## src/hw/rtl/prc_pkg.sv

```systemverilog
`timescale 1ns / 1ps
// ----------------------------------------------------------------------------
// prc_pkg - shared types and constants for the pixel origin / rounded clip
// Register indexes, clip modes, field widths and the payload structs used
// by the pipeline stages and the port checker.
// ----------------------------------------------------------------------------
package prc_pkg;

  // Field widths
  localparam int unsigned COORD_W     = 16;  // pixel_x/y, origin, clip edges
  localparam int unsigned SCREEN_W    = 17;  // screen_x/y
  localparam int unsigned LOCAL_W     = 18;  // screen minus clip edge
  localparam int unsigned SIZE_W      = 15;  // clip width/height
  localparam int unsigned CALC_W      = 16;  // local coordinate plus radius
  localparam int unsigned COLOR_W     = 32;
  localparam int unsigned MODE_W      = 2;
  localparam int unsigned NUM_CORNERS = 4;
  localparam int unsigned RADIUS_FIELD_W = 8;
  localparam int unsigned RADII_W     = NUM_CORNERS * RADIUS_FIELD_W;

  localparam int unsigned RADIUS_BITS_DEFAULT = 8;

  // Configuration port
  localparam int unsigned CFG_IDX_W  = 3;
  localparam int unsigned CFG_DATA_W = 32;

  // Stream payloads
  localparam int unsigned IN_TDATA_W  = 2 * COORD_W + COLOR_W;            // 64
  localparam int unsigned OUT_BITS    = 2 * SCREEN_W + COLOR_W + 1;       // 67
  localparam int unsigned OUT_TDATA_W = ((OUT_BITS + 7) / 8) * 8;         // 72
  localparam int unsigned OUT_SX_LSB  = 0;
  localparam int unsigned OUT_SY_LSB  = SCREEN_W;
  localparam int unsigned OUT_COL_LSB = 2 * SCREEN_W;
  localparam int unsigned OUT_VIS_BIT = 2 * SCREEN_W + COLOR_W;

  typedef enum logic [CFG_IDX_W-1:0] {
    CFG_ORIGIN_X     = 3'd0,
    CFG_ORIGIN_Y     = 3'd1,
    CFG_CLIP_MODE    = 3'd2,
    CFG_CLIP_LEFT    = 3'd3,
    CFG_CLIP_TOP     = 3'd4,
    CFG_CLIP_WIDTH   = 3'd5,
    CFG_CLIP_HEIGHT  = 3'd6,
    CFG_CORNER_RADII = 3'd7
  } cfg_idx_e;

  typedef enum logic [MODE_W-1:0] {
    MODE_PASS    = 2'd0,
    MODE_BOX     = 2'd1,
    MODE_ROUNDED = 2'd2
  } clip_mode_e;

  typedef struct packed {
    logic signed [COORD_W-1:0] origin_x;
    logic signed [COORD_W-1:0] origin_y;
    logic [MODE_W-1:0]         clip_mode;
    logic signed [COORD_W-1:0] clip_left;
    logic signed [COORD_W-1:0] clip_top;
    logic [SIZE_W-1:0]         clip_width;
    logic [SIZE_W-1:0]         clip_height;
    logic [RADII_W-1:0]        corner_radii;
  } cfg_t;

  typedef struct packed {
    logic [COLOR_W-1:0]        pixel_color;
    logic signed [COORD_W-1:0] pixel_y;
    logic signed [COORD_W-1:0] pixel_x;
  } pixel_t;

  // Result fields that pass straight through the circle stage
  typedef struct packed {
    logic signed [SCREEN_W-1:0] screen_x;
    logic signed [SCREEN_W-1:0] screen_y;
    logic [COLOR_W-1:0]         color;
  } screen_t;

  // Clip decision taken in the geometry stage
  typedef struct packed {
    logic direct_vis;  // visible without a circle test
    logic use_circle;  // visible only if the circle test passes
  } clip_ctl_t;

  // Usable radius width: the radius field masked to RADIUS_BITS
  function automatic int unsigned radius_w(int unsigned rb);
    return (rb < RADIUS_FIELD_W) ? rb : RADIUS_FIELD_W;
  endfunction

endpackage

```

## src/hw/rtl/prc_cfg_regs.sv

```systemverilog
`timescale 1ns / 1ps
// ----------------------------------------------------------------------------
// prc_cfg_regs - configuration register file
// Write-only registers loaded from the plain write port.
// ----------------------------------------------------------------------------
module prc_cfg_regs
  import prc_pkg::*;
(
  input  logic                  clk_i,
  input  logic                  rst_ni,
  input  logic                  cfg_we_i,
  input  logic [CFG_IDX_W-1:0]  cfg_idx_i,
  input  logic [CFG_DATA_W-1:0] cfg_wdata_i,
  output cfg_t                  cfg_o
);

  cfg_t cfg_q, cfg_d;

  always_comb begin
    cfg_d = cfg_q;
    if (cfg_we_i) begin
      unique case (cfg_idx_e'(cfg_idx_i))
        CFG_ORIGIN_X:     cfg_d.origin_x     = cfg_wdata_i[COORD_W-1:0];
        CFG_ORIGIN_Y:     cfg_d.origin_y     = cfg_wdata_i[COORD_W-1:0];
        CFG_CLIP_MODE:    cfg_d.clip_mode    = cfg_wdata_i[MODE_W-1:0];
        CFG_CLIP_LEFT:    cfg_d.clip_left    = cfg_wdata_i[COORD_W-1:0];
        CFG_CLIP_TOP:     cfg_d.clip_top     = cfg_wdata_i[COORD_W-1:0];
        CFG_CLIP_WIDTH:   cfg_d.clip_width   = cfg_wdata_i[SIZE_W-1:0];
        CFG_CLIP_HEIGHT:  cfg_d.clip_height  = cfg_wdata_i[SIZE_W-1:0];
        CFG_CORNER_RADII: cfg_d.corner_radii = cfg_wdata_i[RADII_W-1:0];
        default: ;
      endcase
    end
  end

  always_ff @(posedge clk_i or negedge rst_ni) begin
    if (!rst_ni) begin
      cfg_q <= '0;
    end else begin
      cfg_q <= cfg_d;
    end
  end

  assign cfg_o = cfg_q;

endmodule

```

## src/hw/rtl/prc_geom.sv

```systemverilog
`timescale 1ns / 1ps
// ----------------------------------------------------------------------------
// prc_geom - input register and clip geometry stage
// Add the origin, test the rectangle, pick the first matching corner and
// register its circle offsets for the circle stage.
// ----------------------------------------------------------------------------
module prc_geom
  import prc_pkg::*;
#(
  parameter int unsigned RADIUS_BITS = RADIUS_BITS_DEFAULT,
  localparam int unsigned RW = radius_w(RADIUS_BITS)
) (
  input  logic          clk_i,
  input  logic          rst_ni,
  input  cfg_t          cfg_i,
  input  logic          in_valid_i,
  output logic          in_ready_o,
  input  pixel_t        in_pixel_i,
  output logic          mid_valid_o,
  input  logic          mid_ready_i,
  output screen_t       mid_scr_o,
  output clip_ctl_t     mid_ctl_o,
  output logic [RW-1:0] mid_dx_o,
  output logic [RW-1:0] mid_dy_o,
  output logic [RW-1:0] mid_r_o
);

  // Input register
  logic   in_v_q;
  pixel_t pix_q;
  // Geometry register
  logic          mid_v_q;
  screen_t       scr_q, scr_d;
  clip_ctl_t     ctl_q, ctl_d;
  logic [RW-1:0] dx_q, dx_d, dy_q, dy_d, r_q, r_d;

  logic adv, in_take;

  assign adv        = in_v_q & (~mid_v_q | mid_ready_i);
  assign in_ready_o = ~in_v_q | adv;
  assign in_take    = in_valid_i & in_ready_o;

  // Geometry
  logic signed [LOCAL_W-1:0] lx_full, ly_full;
  logic                      in_rect;
  logic [CALC_W-1:0]         lx, ly, w, h;
  logic [RW-1:0]             rc   [NUM_CORNERS];
  logic [RW-1:0]             dxc  [NUM_CORNERS];
  logic [RW-1:0]             dyc  [NUM_CORNERS];
  logic                      hitc [NUM_CORNERS];
  logic                      hit;

  always_comb begin
    logic [CALC_W-1:0] r16, tx, ty;
    logic              nx, ny;

    scr_d.screen_x = SCREEN_W'(pix_q.pixel_x) + SCREEN_W'(cfg_i.origin_x);
    scr_d.screen_y = SCREEN_W'(pix_q.pixel_y) + SCREEN_W'(cfg_i.origin_y);
    scr_d.color    = pix_q.pixel_color;

    lx_full = LOCAL_W'(scr_d.screen_x) - LOCAL_W'(cfg_i.clip_left);
    ly_full = LOCAL_W'(scr_d.screen_y) - LOCAL_W'(cfg_i.clip_top);
    in_rect = ~lx_full[LOCAL_W-1] & ~ly_full[LOCAL_W-1]
            & (unsigned'(lx_full) < LOCAL_W'(cfg_i.clip_width))
            & (unsigned'(ly_full) < LOCAL_W'(cfg_i.clip_height));

    // only meaningful when inside: local coords then fit the size width
    lx = CALC_W'(lx_full[SIZE_W-1:0]);
    ly = CALC_W'(ly_full[SIZE_W-1:0]);
    w  = CALC_W'(cfg_i.clip_width);
    h  = CALC_W'(cfg_i.clip_height);

    for (int c = 0; c < NUM_CORNERS; c++) begin
      rc[c] = cfg_i.corner_radii[c*RADIUS_FIELD_W +: RW];
      r16   = CALC_W'(rc[c]);
      // even corners sit on the left, corners 0 and 1 on the top
      if (c % 2 == 0) begin
        nx = lx < r16;
        tx = r16 - CALC_W'(1) - lx;
      end else begin
        nx = (lx + r16) >= w;
        tx = lx + r16 - w;
      end
      if (c < 2) begin
        ny = ly < r16;
        ty = r16 - CALC_W'(1) - ly;
      end else begin
        ny = (ly + r16) >= h;
        ty = ly + r16 - h;
      end
      hitc[c] = (rc[c] != '0) & nx & ny;
      dxc[c]  = tx[RW-1:0];
      dyc[c]  = ty[RW-1:0];
    end

    // first matching corner wins: scan from the last so the lowest overrides
    hit  = 1'b0;
    dx_d = '0;
    dy_d = '0;
    r_d  = '0;
    for (int c = NUM_CORNERS - 1; c >= 0; c--) begin
      if (hitc[c]) begin
        hit  = 1'b1;
        dx_d = dxc[c];
        dy_d = dyc[c];
        r_d  = rc[c];
      end
    end

    unique case (cfg_i.clip_mode)
      MODE_PASS: begin
        ctl_d.direct_vis = 1'b1;
        ctl_d.use_circle = 1'b0;
      end
      MODE_BOX: begin
        ctl_d.direct_vis = in_rect;
        ctl_d.use_circle = 1'b0;
      end
      default: begin
        // rounded rect, and the unused fourth code behaves the same
        ctl_d.direct_vis = in_rect & ~hit;
        ctl_d.use_circle = in_rect & hit;
      end
    endcase
  end

  always_ff @(posedge clk_i or negedge rst_ni) begin
    if (!rst_ni) begin
      in_v_q  <= 1'b0;
      mid_v_q <= 1'b0;
    end else begin
      in_v_q  <= in_take | (in_v_q & ~adv);
      mid_v_q <= adv | (mid_v_q & ~mid_ready_i);
    end
  end

  always_ff @(posedge clk_i) begin
    if (in_take) begin
      pix_q <= in_pixel_i;
    end
    if (adv) begin
      scr_q <= scr_d;
      ctl_q <= ctl_d;
      dx_q  <= dx_d;
      dy_q  <= dy_d;
      r_q   <= r_d;
    end
  end

  assign mid_valid_o = mid_v_q;
  assign mid_scr_o   = scr_q;
  assign mid_ctl_o   = ctl_q;
  assign mid_dx_o    = dx_q;
  assign mid_dy_o    = dy_q;
  assign mid_r_o     = r_q;

endmodule

```

## src/hw/rtl/prc_circle.sv

```systemverilog
`timescale 1ns / 1ps
// ----------------------------------------------------------------------------
// prc_circle - corner circle test and result register
// Square the corner offsets, compare against the squared radius and hold
// the finished result for the output channel.
// ----------------------------------------------------------------------------
module prc_circle
  import prc_pkg::*;
#(
  parameter int unsigned RADIUS_BITS = RADIUS_BITS_DEFAULT,
  localparam int unsigned RW = radius_w(RADIUS_BITS)
) (
  input  logic                   clk_i,
  input  logic                   rst_ni,
  input  logic                   mid_valid_i,
  output logic                   mid_ready_o,
  input  screen_t                mid_scr_i,
  input  clip_ctl_t              mid_ctl_i,
  input  logic [RW-1:0]          mid_dx_i,
  input  logic [RW-1:0]          mid_dy_i,
  input  logic [RW-1:0]          mid_r_i,
  output logic                   out_valid_o,
  input  logic                   out_ready_i,
  output logic [OUT_TDATA_W-1:0] out_data_o
);

  logic [2*RW-1:0] dx_sq, dy_sq, r_sq;
  logic [2*RW:0]   dist_sq;
  logic            vis_d;

  logic                  out_v_q;
  logic [OUT_BITS-1:0]   res_q;

  assign dx_sq   = (2*RW)'(mid_dx_i) * (2*RW)'(mid_dx_i);
  assign dy_sq   = (2*RW)'(mid_dy_i) * (2*RW)'(mid_dy_i);
  assign r_sq    = (2*RW)'(mid_r_i) * (2*RW)'(mid_r_i);
  assign dist_sq = {1'b0, dx_sq} + {1'b0, dy_sq};
  assign vis_d   = mid_ctl_i.direct_vis
                 | (mid_ctl_i.use_circle & (dist_sq <= {1'b0, r_sq}));

  assign mid_ready_o = ~out_v_q | out_ready_i;

  always_ff @(posedge clk_i or negedge rst_ni) begin
    if (!rst_ni) begin
      out_v_q <= 1'b0;
    end else if (mid_ready_o) begin
      out_v_q <= mid_valid_i;
    end
  end

  always_ff @(posedge clk_i) begin
    if (mid_ready_o && mid_valid_i) begin
      res_q <= {vis_d, mid_scr_i.color, mid_scr_i.screen_y, mid_scr_i.screen_x};
    end
  end

  assign out_valid_o = out_v_q;
  assign out_data_o  = OUT_TDATA_W'(res_q);

endmodule

```

## src/hw/rtl/pixel_origin_rounded_clip.sv

```systemverilog
`timescale 1ns / 1ps
// ----------------------------------------------------------------------------
// pixel_origin_rounded_clip - origin offset with rectangle / rounded clip
// Pixel writes enter on the s_axis request channel, are moved by the origin
// offset, clipped, and leave on the m_axis channel with a visible flag.
//
// Usage:
//  - s_axis carries one pixel write per request; m_axis returns exactly one
//    result per request, in order.
//  - Configuration goes through cfg_we_i / cfg_idx_i / cfg_wdata_i; write it
//    only while no request is in flight.
//  - The accepting edge loads the input register; the geometry register
//    (origin add, rectangle and corner pick) and then the result register
//    (corner squares and compare) follow in that order.
//  - Throughput is one request per cycle whenever the result register is
//    free or being drained; all three stages then advance in the same cycle.
//  - When m_axis stalls, the stages keep filling: up to three requests are
//    held before s_axis_tready_o drops. The result register holds its data
//    until taken.
//  - Reset clears all configuration registers (no clipping, zero origin)
//    and empties the pipeline.
// ----------------------------------------------------------------------------
module pixel_origin_rounded_clip
  import prc_pkg::*;
#(
  parameter int unsigned RADIUS_BITS = RADIUS_BITS_DEFAULT
) (
  input  logic                   clk_i,
  input  logic                   rst_ni,
  // configuration write port
  input  logic                   cfg_we_i,
  input  logic [CFG_IDX_W-1:0]   cfg_idx_i,
  input  logic [CFG_DATA_W-1:0]  cfg_wdata_i,
  // pixel requests
  input  logic                   s_axis_tvalid_i,
  output logic                   s_axis_tready_o,
  // [15:0] pixel_x, [31:16] pixel_y, [63:32] pixel_color
  input  logic [IN_TDATA_W-1:0]  s_axis_tdata_i,
  // clipped results
  output logic                   m_axis_tvalid_o,
  input  logic                   m_axis_tready_i,
  // [16:0] screen_x, [33:17] screen_y, [65:34] color_out, [66] visible,
  // [71:67] zero
  output logic [OUT_TDATA_W-1:0] m_axis_tdata_o
);

  localparam int unsigned RW = radius_w(RADIUS_BITS);

  cfg_t          cfg;
  logic          mid_valid, mid_ready;
  screen_t       mid_scr;
  clip_ctl_t     mid_ctl;
  logic [RW-1:0] mid_dx, mid_dy, mid_r;

  // Hold the register file; writes land at the next edge.
  prc_cfg_regs u_cfg (
    .clk_i       (clk_i),
    .rst_ni      (rst_ni),
    .cfg_we_i    (cfg_we_i),
    .cfg_idx_i   (cfg_idx_i),
    .cfg_wdata_i (cfg_wdata_i),
    .cfg_o       (cfg)
  );

  // Capture the request, then decide rectangle and corner membership.
  prc_geom #(
    .RADIUS_BITS (RADIUS_BITS)
  ) u_geom (
    .clk_i       (clk_i),
    .rst_ni      (rst_ni),
    .cfg_i       (cfg),
    .in_valid_i  (s_axis_tvalid_i),
    .in_ready_o  (s_axis_tready_o),
    .in_pixel_i  (pixel_t'(s_axis_tdata_i)),
    .mid_valid_o (mid_valid),
    .mid_ready_i (mid_ready),
    .mid_scr_o   (mid_scr),
    .mid_ctl_o   (mid_ctl),
    .mid_dx_o    (mid_dx),
    .mid_dy_o    (mid_dy),
    .mid_r_o     (mid_r)
  );

  // Finish the corner circle test and drive the result channel.
  prc_circle #(
    .RADIUS_BITS (RADIUS_BITS)
  ) u_circle (
    .clk_i       (clk_i),
    .rst_ni      (rst_ni),
    .mid_valid_i (mid_valid),
    .mid_ready_o (mid_ready),
    .mid_scr_i   (mid_scr),
    .mid_ctl_i   (mid_ctl),
    .mid_dx_i    (mid_dx),
    .mid_dy_i    (mid_dy),
    .mid_r_i     (mid_r),
    .out_valid_o (m_axis_tvalid_o),
    .out_ready_i (m_axis_tready_i),
    .out_data_o  (m_axis_tdata_o)
  );

endmodule

```

## config.mk

```make
export PLATFORM = sky130hd
export DESIGN_NAME = pixel_origin_rounded_clip
export DESIGN_NICKNAME = d
export VERILOG_FILES = /design/src/hw/rtl/prc_pkg.sv /design/src/hw/rtl/prc_cfg_regs.sv /design/src/hw/rtl/prc_geom.sv /design/src/hw/rtl/prc_circle.sv /design/src/hw/rtl/pixel_origin_rounded_clip.sv
export SDC_FILE = /design/constraint.sdc
export NUM_CORES = 1
export LEC_CHECK = 0
export BUFFER_PORTS_ARGS = -buffer_cell sky130_fd_sc_hd__clkbuf_2
export CAP_MARGIN = 10
export CELL_PAD_IN_SITES_DETAIL_PLACEMENT = 0
export CELL_PAD_IN_SITES_GLOBAL_PLACEMENT = 1
export CORE_UTILIZATION = 54
export CTS_CLUSTER_SIZE = 30
export DETAILED_ROUTE_END_ITERATION = 10
export GPL_TIMING_DRIVEN = 0
export PLACE_DENSITY = 0.94
export SLEW_MARGIN = 15
export SYNTH_ARGS = -nofsm -noshare
export SYNTH_HDL_FRONTEND = slang
export SYNTH_SLANG_ARGS = --single-unit
```

## constraint.sdc

```tcl
create_clock -name clk_i -period 12.9 [get_ports clk_i]
set_input_delay 0.645 -clock clk_i [delete_from_list [all_inputs] [get_ports clk_i]]
set_output_delay 0.645 -clock clk_i [all_outputs]
set_load 0.05 [all_outputs]
```

==> run_results.csv, run 1 <==
group,metric,value,unit
run_status,status,"finished clean",
floorplan,ios,178,
timing,fin_ws,4.658,ns
route,firstDrtPassIters,5,
synth,ys_ff_latch,354,
synth,yosysTopAreaCellShare,24.78,%
setup_path,worstSetupPathType,"reg2reg",
finish,syn_to_final_growth,11.60,%
synth,synth_edf_count,223,
setup_path,cp-start-kind,"register",
floorplan,start_util,54.97,%
synth,synth_top_family_by_area,"adder cells",
setup_path,required,13.17,ns
synth,syn_inst,2507,
route,drtAntennaViolNets,0,
synth,synth_area_leaders,"edfxtp_1, ha_1, dfrtp_1, fa_1, mux2_2",
place,dp_slack,4.895,ns
timing,worst_slew_pin_slew,1.197,ns
grt,grt_pass1_wl,111200,um
setup_path,path_max_fanout,10,
place,place.port_buffers,169,
timing,hold_viol_final,0,
finish,fin_nets,3294,
synth,ys_types,89,
floorplan,fp.coreArea,0.04915,mm^2
timing,fin_tns_setup,0,ns
setup_path,r2r_slack,4.66,ns
timing,fmax,0.1213,GHz
setup_path,rr_endpoint,"u_geom.mid_dy_o[5]",
clock_network,cts_hold_buf,1,
timing,slew_violations,0,
setup_path,cp.arrival,8.51,ns
grt,grt_usage,28.63,%
timing,fin_skew,0.03250,ns
clock_network,numCtsBuffers,39,
timing,fin_crit,8.242,ns
route,wirelength,71610,um
min_path,hp-class,"in2reg",
min_path,min_from,"s_axis_tdata_i[22]",
grt,grt_max_degree,95,
clock_network,clockBufferDepth,3,
timing,setup_violations,0,
grt,grt-ovfl-total,0,
floorplan,dieArea,0.05094,mm^2
grt,grt_pass1_vias,20410,
floorplan,rows,81,
grt,antenna_found_initial,8,
clock_network,cts_num_sinks,354,
clock_network,cts_tree,"done",
clock_network,post_cts_buffers,0,
finish,fin_area,0.03015,mm^2
synth,synth_compound_area_share,11.56,%
synth,synthSimpleGateAreaFrac,10.90,%
floorplan,dieHeight,225.7,um
synth,yosys_warnings,0,
clock_network,htree_levels,2,
synth,ys_seq_area_share,36.92,%
clock_network,clk_pin_slew,0.06,ns
setup_path,worstRegToRegCells,27,
setup_path,crit_end,"u_geom.mid_dy_o[5]",
timing,period_share,63.89,%
clock_network,insertion_delay,0.58,ns
clock_network,cts-root-buf,"clkbuf_16",
route,drcViolationCount,0,
finish,instances_no_fill,3423,
timing,relSlewSlack,19.60,%
floorplan,chipWidth,225.7,um
synth,synthXorXnorAreaFrac,5.849,%
setup_path,crit_start,"u_cfg.cfg_o[96]",
place,dpl.cell_count,3349,
synth,synthMuxAreaShare,4.830,%
synth,yosys.area.top_type,"edfxtp_1",
synth,syn_area,0.02702,mm^2
synth,syn_avg_cell_area,10.78,um^2
route,dr_total_vias,19890,
setup_path,end_kind,"register",
clock_network,post_cts_resized,0,
synth,synth-async-reset-ratio,37.01,%
place,routabilityCongestion,0.9621,
setup_path,r2r-start,"u_cfg.cfg_o[96]",
route,wl_per_cell,20.92,um
place,dpl-instance-area,0.02885,mm^2
run,drv_cap,0,
synth,synth_fa_ha_area_share,24.72,%
synth,synthFlopType,"edfxtp_1",
finish,drive_gt1_share,14.58,%
timing,rsz0062_at_grt,"no",
route,drt_iter0_markers,1543,
route,via_per_inst,5.812,
place,dp_hpwl,55760,um
[sequential cells by signal (all words and copies together) (netlist names)]
signal,flops
u_geom.mid_scr_o,66
u_cfg.cfg_o,128
u_geom.pix_q,64
u_geom.mid_dx_o,8
u_geom.mid_valid_o,1
u_geom.in_v_q,1
u_circle.res_q,67
u_geom.mid_r_o,8
u_geom.mid_ctl_o,2
u_circle.out_valid_o,1
u_geom.mid_dy_o,8
[cell usage in the layout (no fill, tap or decap), types with 7 or more instances in the layout]
master and count:
ha_1 345, inv_1 305, edfxtp_1 223, clkbuf_2 168, dfrtp_1 131, nand2_1 120, fa_1 118, mux2_2 114
a21oi_1 112, xnor2_1 109, nor2_1 109, o21ai_0 100, xor2_1 64, and2_1 64, a21o_1 58, nand3_1 54
nor3_1 46, clkbuf_1 42, clkbuf_16 40, nor2b_1 39, nand2b_1 36, o21a_1 21, o21bai_1 21, a31oi_1 20
o211ai_1 19, a211oi_1 19, and3_1 16, o31ai_1 15, nand4_1 14, a21boi_0 13, or3_1 11, nor4_1 10
nand3b_1 9, clkinv_2 9, buf_4 8, buf_2 7, nor3b_1 7
[stage by stage]
| step | util (%) | hold slack, ns |
|---|---|---|
| global placement | 58.41 | 0.4007 |
| global route | 61.34 | 0.2502 |
| floorplan | - | 0.3494 |
| finish | 61.35 | 0.2639 |
| detailed placement | 58.70 | 0.4045 |
| CTS | 61.34 | 0.2409 |
[cells by family (layout without fill, tap and decap cells)]
kind of cell,count (synthesis),count (layout)
AO/OA/AOI/OAI,469,469
XOR/XNOR,177,177
adder cells (fa/ha/maj),463,463
buffers and inverters,361,607
flip-flops,354,354
multiplexers,116,116
other,1,7
AND/OR/NAND/NOR,566,566
[critical path: stages, from the launching register on]
cell      delay (ns)
dfrtp_1         0.38
ha_1            0.25
fa_1            0.42
a21o_1          0.19
a21oi_1         0.26
xnor2_1         0.18
ha_1            0.38
o211ai_1        0.11
a21oi_1         0.24
nor2_1          0.10
xnor2_1         0.93
ha_1            0.43
o21a_1          0.15
o41ai_1         0.87
nor2_1          0.11
xor2_1          0.19
ha_1            0.32
a21o_1          0.11
a21o_1          0.11
a21oi_1         0.07
nor2b_1         0.10
o21ai_0         0.08
nand2b_1        0.08
a221oi_1        0.14
a211oi_4        0.61
buf_2           0.39
nand3_1         0.14
a311oi_1        0.59
[synth_stat cells, types with 7 or more instances]
library cell / n
a21boi_0: 13
a211oi_1: 19
fa_1: 118
o21bai_1: 21
a21o_1: 58
or3_1: 11
a21oi_1: 112
nor3b_1: 7
dfrtp_1: 131
nand2_1: 120
xnor2_1: 109
xor2_1: 64
clkbuf_1: 36
nand3_1: 54
and3_1: 16
a31oi_1: 20
o211ai_1: 19
edfxtp_1: 223
inv_1: 305
o31ai_1: 15
nand3b_1: 9
nor2_1: 109
o21a_1: 21
and2_1: 67
nor2b_1: 39
nand2b_1: 36
nor4_1: 10
ha_1: 345
nor3_1: 47
buf_4: 8
buf_2: 7
nand4_1: 14
mux2_2: 114
o21ai_0: 100
[area by class of cell]
class                           instances  area (um^2)
Timing Repair Buffer                  175        985.9
Clock buffer                           46         1023
Tap cell                              664        830.8
Sequential cell                       354         9975
Clock inverter                         25        261.5
Multi-Input combinational cell       1796        15660
Antenna cell                            2        5.005
Fill cell                            3947        19000
Buffer                                 53        252.7
Inverter                              308         1157
[worst min-delay path by stage]
stage | slack (ns) | endpoint | cells after the start
2_1_floorplan | 0.35 | u_cfg.cfg_o[0] | 0
3_3_place_gp | 0.40 | u_geom.mid_scr_o[9] | 0
5_1_grt | 0.25 | u_geom.pix_q[33] | 1
4_1_cts | 0.24 | u_geom.pix_q[34] | 1
3_5_place_dp | 0.40 | u_circle.res_q[19] | 0
6_report | 0.26 | u_geom.pix_q[22] | 1
[routing by layer]
| metal | vias to the layer above | wire length [um] | track usage (%) |
|---|---|---|---|
| met5 | - | 11 | 0 |
| met4 | 2 | 3038 | 11.98 |
| met3 | 196 | 4531 | 3.734 |
| met2 | 687 | 34480 | 48.42 |
| met1 | 9733 | 29540 | 36.99 |
| li1 | 9276 | - | - |
Power of run 1 is left out: the tool's default activity adds up to more than one toggle a clock period on the data nets, which glitch-free logic cannot reach.
==> inputs of run 2 (changes only) <==
--- a/config.mk
+++ b/config.mk
@@ -5,15 +5,16 @@
 export SDC_FILE = /design/constraint.sdc
 export NUM_CORES = 1
 export LEC_CHECK = 0
+export ABC_AREA = 1
 export BUFFER_PORTS_ARGS = -buffer_cell sky130_fd_sc_hd__clkbuf_2
 export CAP_MARGIN = 10
 export CELL_PAD_IN_SITES_DETAIL_PLACEMENT = 0
 export CELL_PAD_IN_SITES_GLOBAL_PLACEMENT = 1
-export CORE_UTILIZATION = 54
+export CORE_UTILIZATION = 44
 export CTS_CLUSTER_SIZE = 30
 export DETAILED_ROUTE_END_ITERATION = 10
 export GPL_TIMING_DRIVEN = 0
-export PLACE_DENSITY = 0.94
+export PLACE_DENSITY = 0.86
 export SLEW_MARGIN = 15
 export SYNTH_ARGS = -nofsm -noshare
 export SYNTH_HDL_FRONTEND = slang
==> constraint.sdc (replaced) <==
create_clock -name clk_i -period 6.95 [get_ports clk_i]
set_input_delay 0.3475 -clock clk_i [delete_from_list [all_inputs] [get_ports clk_i]]
set_output_delay 0.3475 -clock clk_i [all_outputs]
set_load 0.05 [all_outputs]
==> run 2 against run 1 <==
Synthesized cell count rose by 26%. Maximum frequency rose by 25%. Via count rose by 10%. Global-route usage fell by 4.9 points. Sequential cell count did not move. Critical endpoint is now u_geom.mid_ctl_o[1]. Largest cell class unchanged.
==> run_results.csv, run 2 <==
group,metric,value,unit
run_status,status,"finished clean",
route,drtAntennaViolNets,0,
route,firstDrtPassIters,5,
setup_path,rr_endpoint,"u_geom.mid_ctl_o[1]",
floorplan,fp.coreArea,0.06217,mm^2
setup_path,worstSetupPathType,"reg2reg",
clock_network,cts-root-buf,"clkbuf_16",
timing,worst_slew_pin_slew,1.244,ns
synth,synth_common_cells,"nand2_1, inv_1, ha_1, edfxtp_1, a21oi_1",
clock_network,cts_tree,"done",
place,dp_hpwl,59200,um
synth,synthSimpleGateAreaFrac,16.22,%
synth,synth_top_family_by_area,"adder cells",
timing,slew_violations,0,
clock_network,insertion_delay,0.58,ns
synth,synthXorXnorAreaFrac,5.752,%
synth,ys_types,53,
grt,grt_usage,23.71,%
min_path,hp-class,"in2reg",
synth,syn_inst,3158,
setup_path,required,7.34,ns
clock_network,numCtsBuffers,39,
place,routabilityCongestion,0.9486,
grt,grt_max_degree,94,
synth,syn_avg_cell_area,8.831,um^2
grt,grt_pass1_wl,117200,um
min_path,hold_end,"u_cfg.cfg_o[23]",
synth,synthFlopType,"edfxtp_1",
timing,fin_crit,6.611,ns
route,wirelength,75810,um
floorplan,dieHeight,253.8,um
floorplan,rows,91,
route,drt_iter0_markers,1464,
setup_path,slowest_delay,0.97,ns
finish,fin_nets,4023,
setup_path,end_kind,"register",
route,wl_per_cell,17.53,um
floorplan,chipWidth,253.8,um
finish,antenna_cells,0,
timing,rsz0062_at_grt,"yes",
synth,syn_area,0.02789,mm^2
finish,final_common_cell,"nand2_1",
setup_path,path_common_cell,"nand2_1",
setup_path,cp-start-kind,"register",
floorplan,dieArea,0.06439,mm^2
synth,synth_area_leaders,"edfxtp_1, ha_1, dfrtp_1, nand2_1, fa_1",
finish,fin_area,0.03229,mm^2
route,via_per_inst,5.060,
timing,fmax,0.1513,GHz
run,drv_cap,0,
floorplan,ios,178,
setup_path,path_max_fanout,6,
synth,yosys.area.top_type,"edfxtp_1",
synth,synth_most_common_cell,"nand2_1",
timing,fin_skew,0.02514,ns
route,drcViolationCount,0,
min_path,min_from,"cfg_wdata_i[23]",
route,dr_total_vias,21880,
grt,antenna_found_initial,2,
setup_path,cp.depth,30,
setup_path,worstRegToRegCells,30,
setup_path,r2r-start,"u_cfg.cfg_o[96]",
finish,layout_common_cells,"nand2_1, inv_1, ha_1",
place,dpl-instance-area,0.03002,mm^2
synth,synth_fa_ha_area_share,23.95,%
timing,setup_violations,0,
finish,largest_register_ffs,128,
timing,hold_ws,0.03163,ns
setup_path,crit_slowest_cell,"xor2_1",
place,place.port_buffers,172,
timing,hold_viol_final,0,
synth,ys_ff_latch,354,
timing,period_share,95.12,%
finish,syn_to_final_growth,15.78,%
grt,grt_pass1_vias,21300,
synth,yosys_warnings,0,
setup_path,cp.arrival,7.00,ns
synth,ys_seq_area_share,35.77,%
synth,synth_compound_area_share,8.484,%
clock_network,htree_levels,2,
synth,synth-async-reset-ratio,37.01,%
finish,drive_gt1_share,11.13,%
clock_network,cts_num_sinks,354,
setup_path,r2r_slack,0.34,ns
setup_path,crit_family,"simple AND/OR/NAND/NOR gates",
clock_network,clockBufferDepth,3,
setup_path,path_buf_inv,4,
timing,relSlewSlack,16.77,%
clock_network,clk_pin_slew,0.07,ns
floorplan,start_util,44.86,%
min_path,holdPathStages,3,
synth,synth_edf_count,223,
synth,yosysTopAreaCellShare,24.01,%
grt,grt-ovfl-total,0,
synth,synthMuxAreaShare,0.2423,%
[run 2: cell types whose count changed in the layout (fill, tap and decap cells not counted), sizes merged, moves of 73 or more]
cell,before,now
a21oi,114,193
o21ai,102,175
mux2,115,6
nand2,120,658
nand3,54,133
inv,311,613
[run 2: worst max-delay path by stage]
stage	endpoint	start
6_report	u_geom.mid_ctl_o[1]	u_cfg.cfg_o[96]
5_1_grt	u_circle.res_q[66]	u_geom.mid_dy_o[7]
3_3_place_gp	u_geom.mid_ctl_o[0]	u_geom.pix_q[2]
2_1_floorplan	u_circle.res_q[66]	u_geom.mid_dy_o[5]
4_1_cts	u_circle.res_q[66]	u_geom.mid_dy_o[3]
3_5_place_dp	u_circle.res_q[66]	u_geom.mid_dy_o[2]
[run 2: stage by stage]
step           utilization [%]  instances  setup WS (ns)  setup TNS [ns]
5_1_grt                  51.93       4324       -0.07611        -0.07611
2_1_floorplan                -       3162         0.8575               0
4_1_cts                  51.55       4314        0.07754               0
3_3_place_gp             47.95       4171       -0.02020        -0.02020
3_5_place_dp             48.29       4177       0.005155               0
6_report                 51.93       4324         0.3391               0
[run 2: cell type report]
cell class | count | area, um^2
fillers | 5800 | 29880
multi-input cells | 2126 | 15420
flip-flops and latches | 354 | 9975
inverters | 611 | 2301
repair buffers | 261 | 1821
well taps | 837 | 1047
clock buffers | 49 | 1045
plain buffers | 63 | 349.1
clock inverters | 23 | 325.3
[run 2: cell families after synthesis]
| family | after synthesis |
|---|---|
| AOI/OAI and AO/OA | 429 |
| and+or+nand+nor | 1042 |
| buffers and inverters | 682 |
| other | 1 |
| xor gates and xnor gates | 181 |
| DFF | 354 |
| muxes | 6 |
| adders and majority gates | 463 |
[run 2: timing repair]
item                                    4_1_cts  5_1_grt
endpoints found under the setup margin        1       27
endpoints found under the hold margin       103        0
resized for setup                             0       27
hold buffers                                 66        0
buffers inserted                              0       17
pin swaps                                     0        2
[run 2: tightest hold or removal path: stages]
cell      delay [ns]
clkbuf_2        0.11
nand2_1         0.05
o21ai_0         0.06
[run 2: layer usage]
| layer | vias up | wire, um | track usage [%] |
|---|---|---|---|
| li1 | 10820 | - | - |
| met5 | - | 13 | 0 |
| met2 | 635 | 36250 | 40.15 |
| met1 | 10320 | 33340 | 31.92 |
| met3 | 107 | 4186 | 2.766 |
| met4 | 2 | 2013 | 6.627 |
Power of run 2 is left out for the same reason.
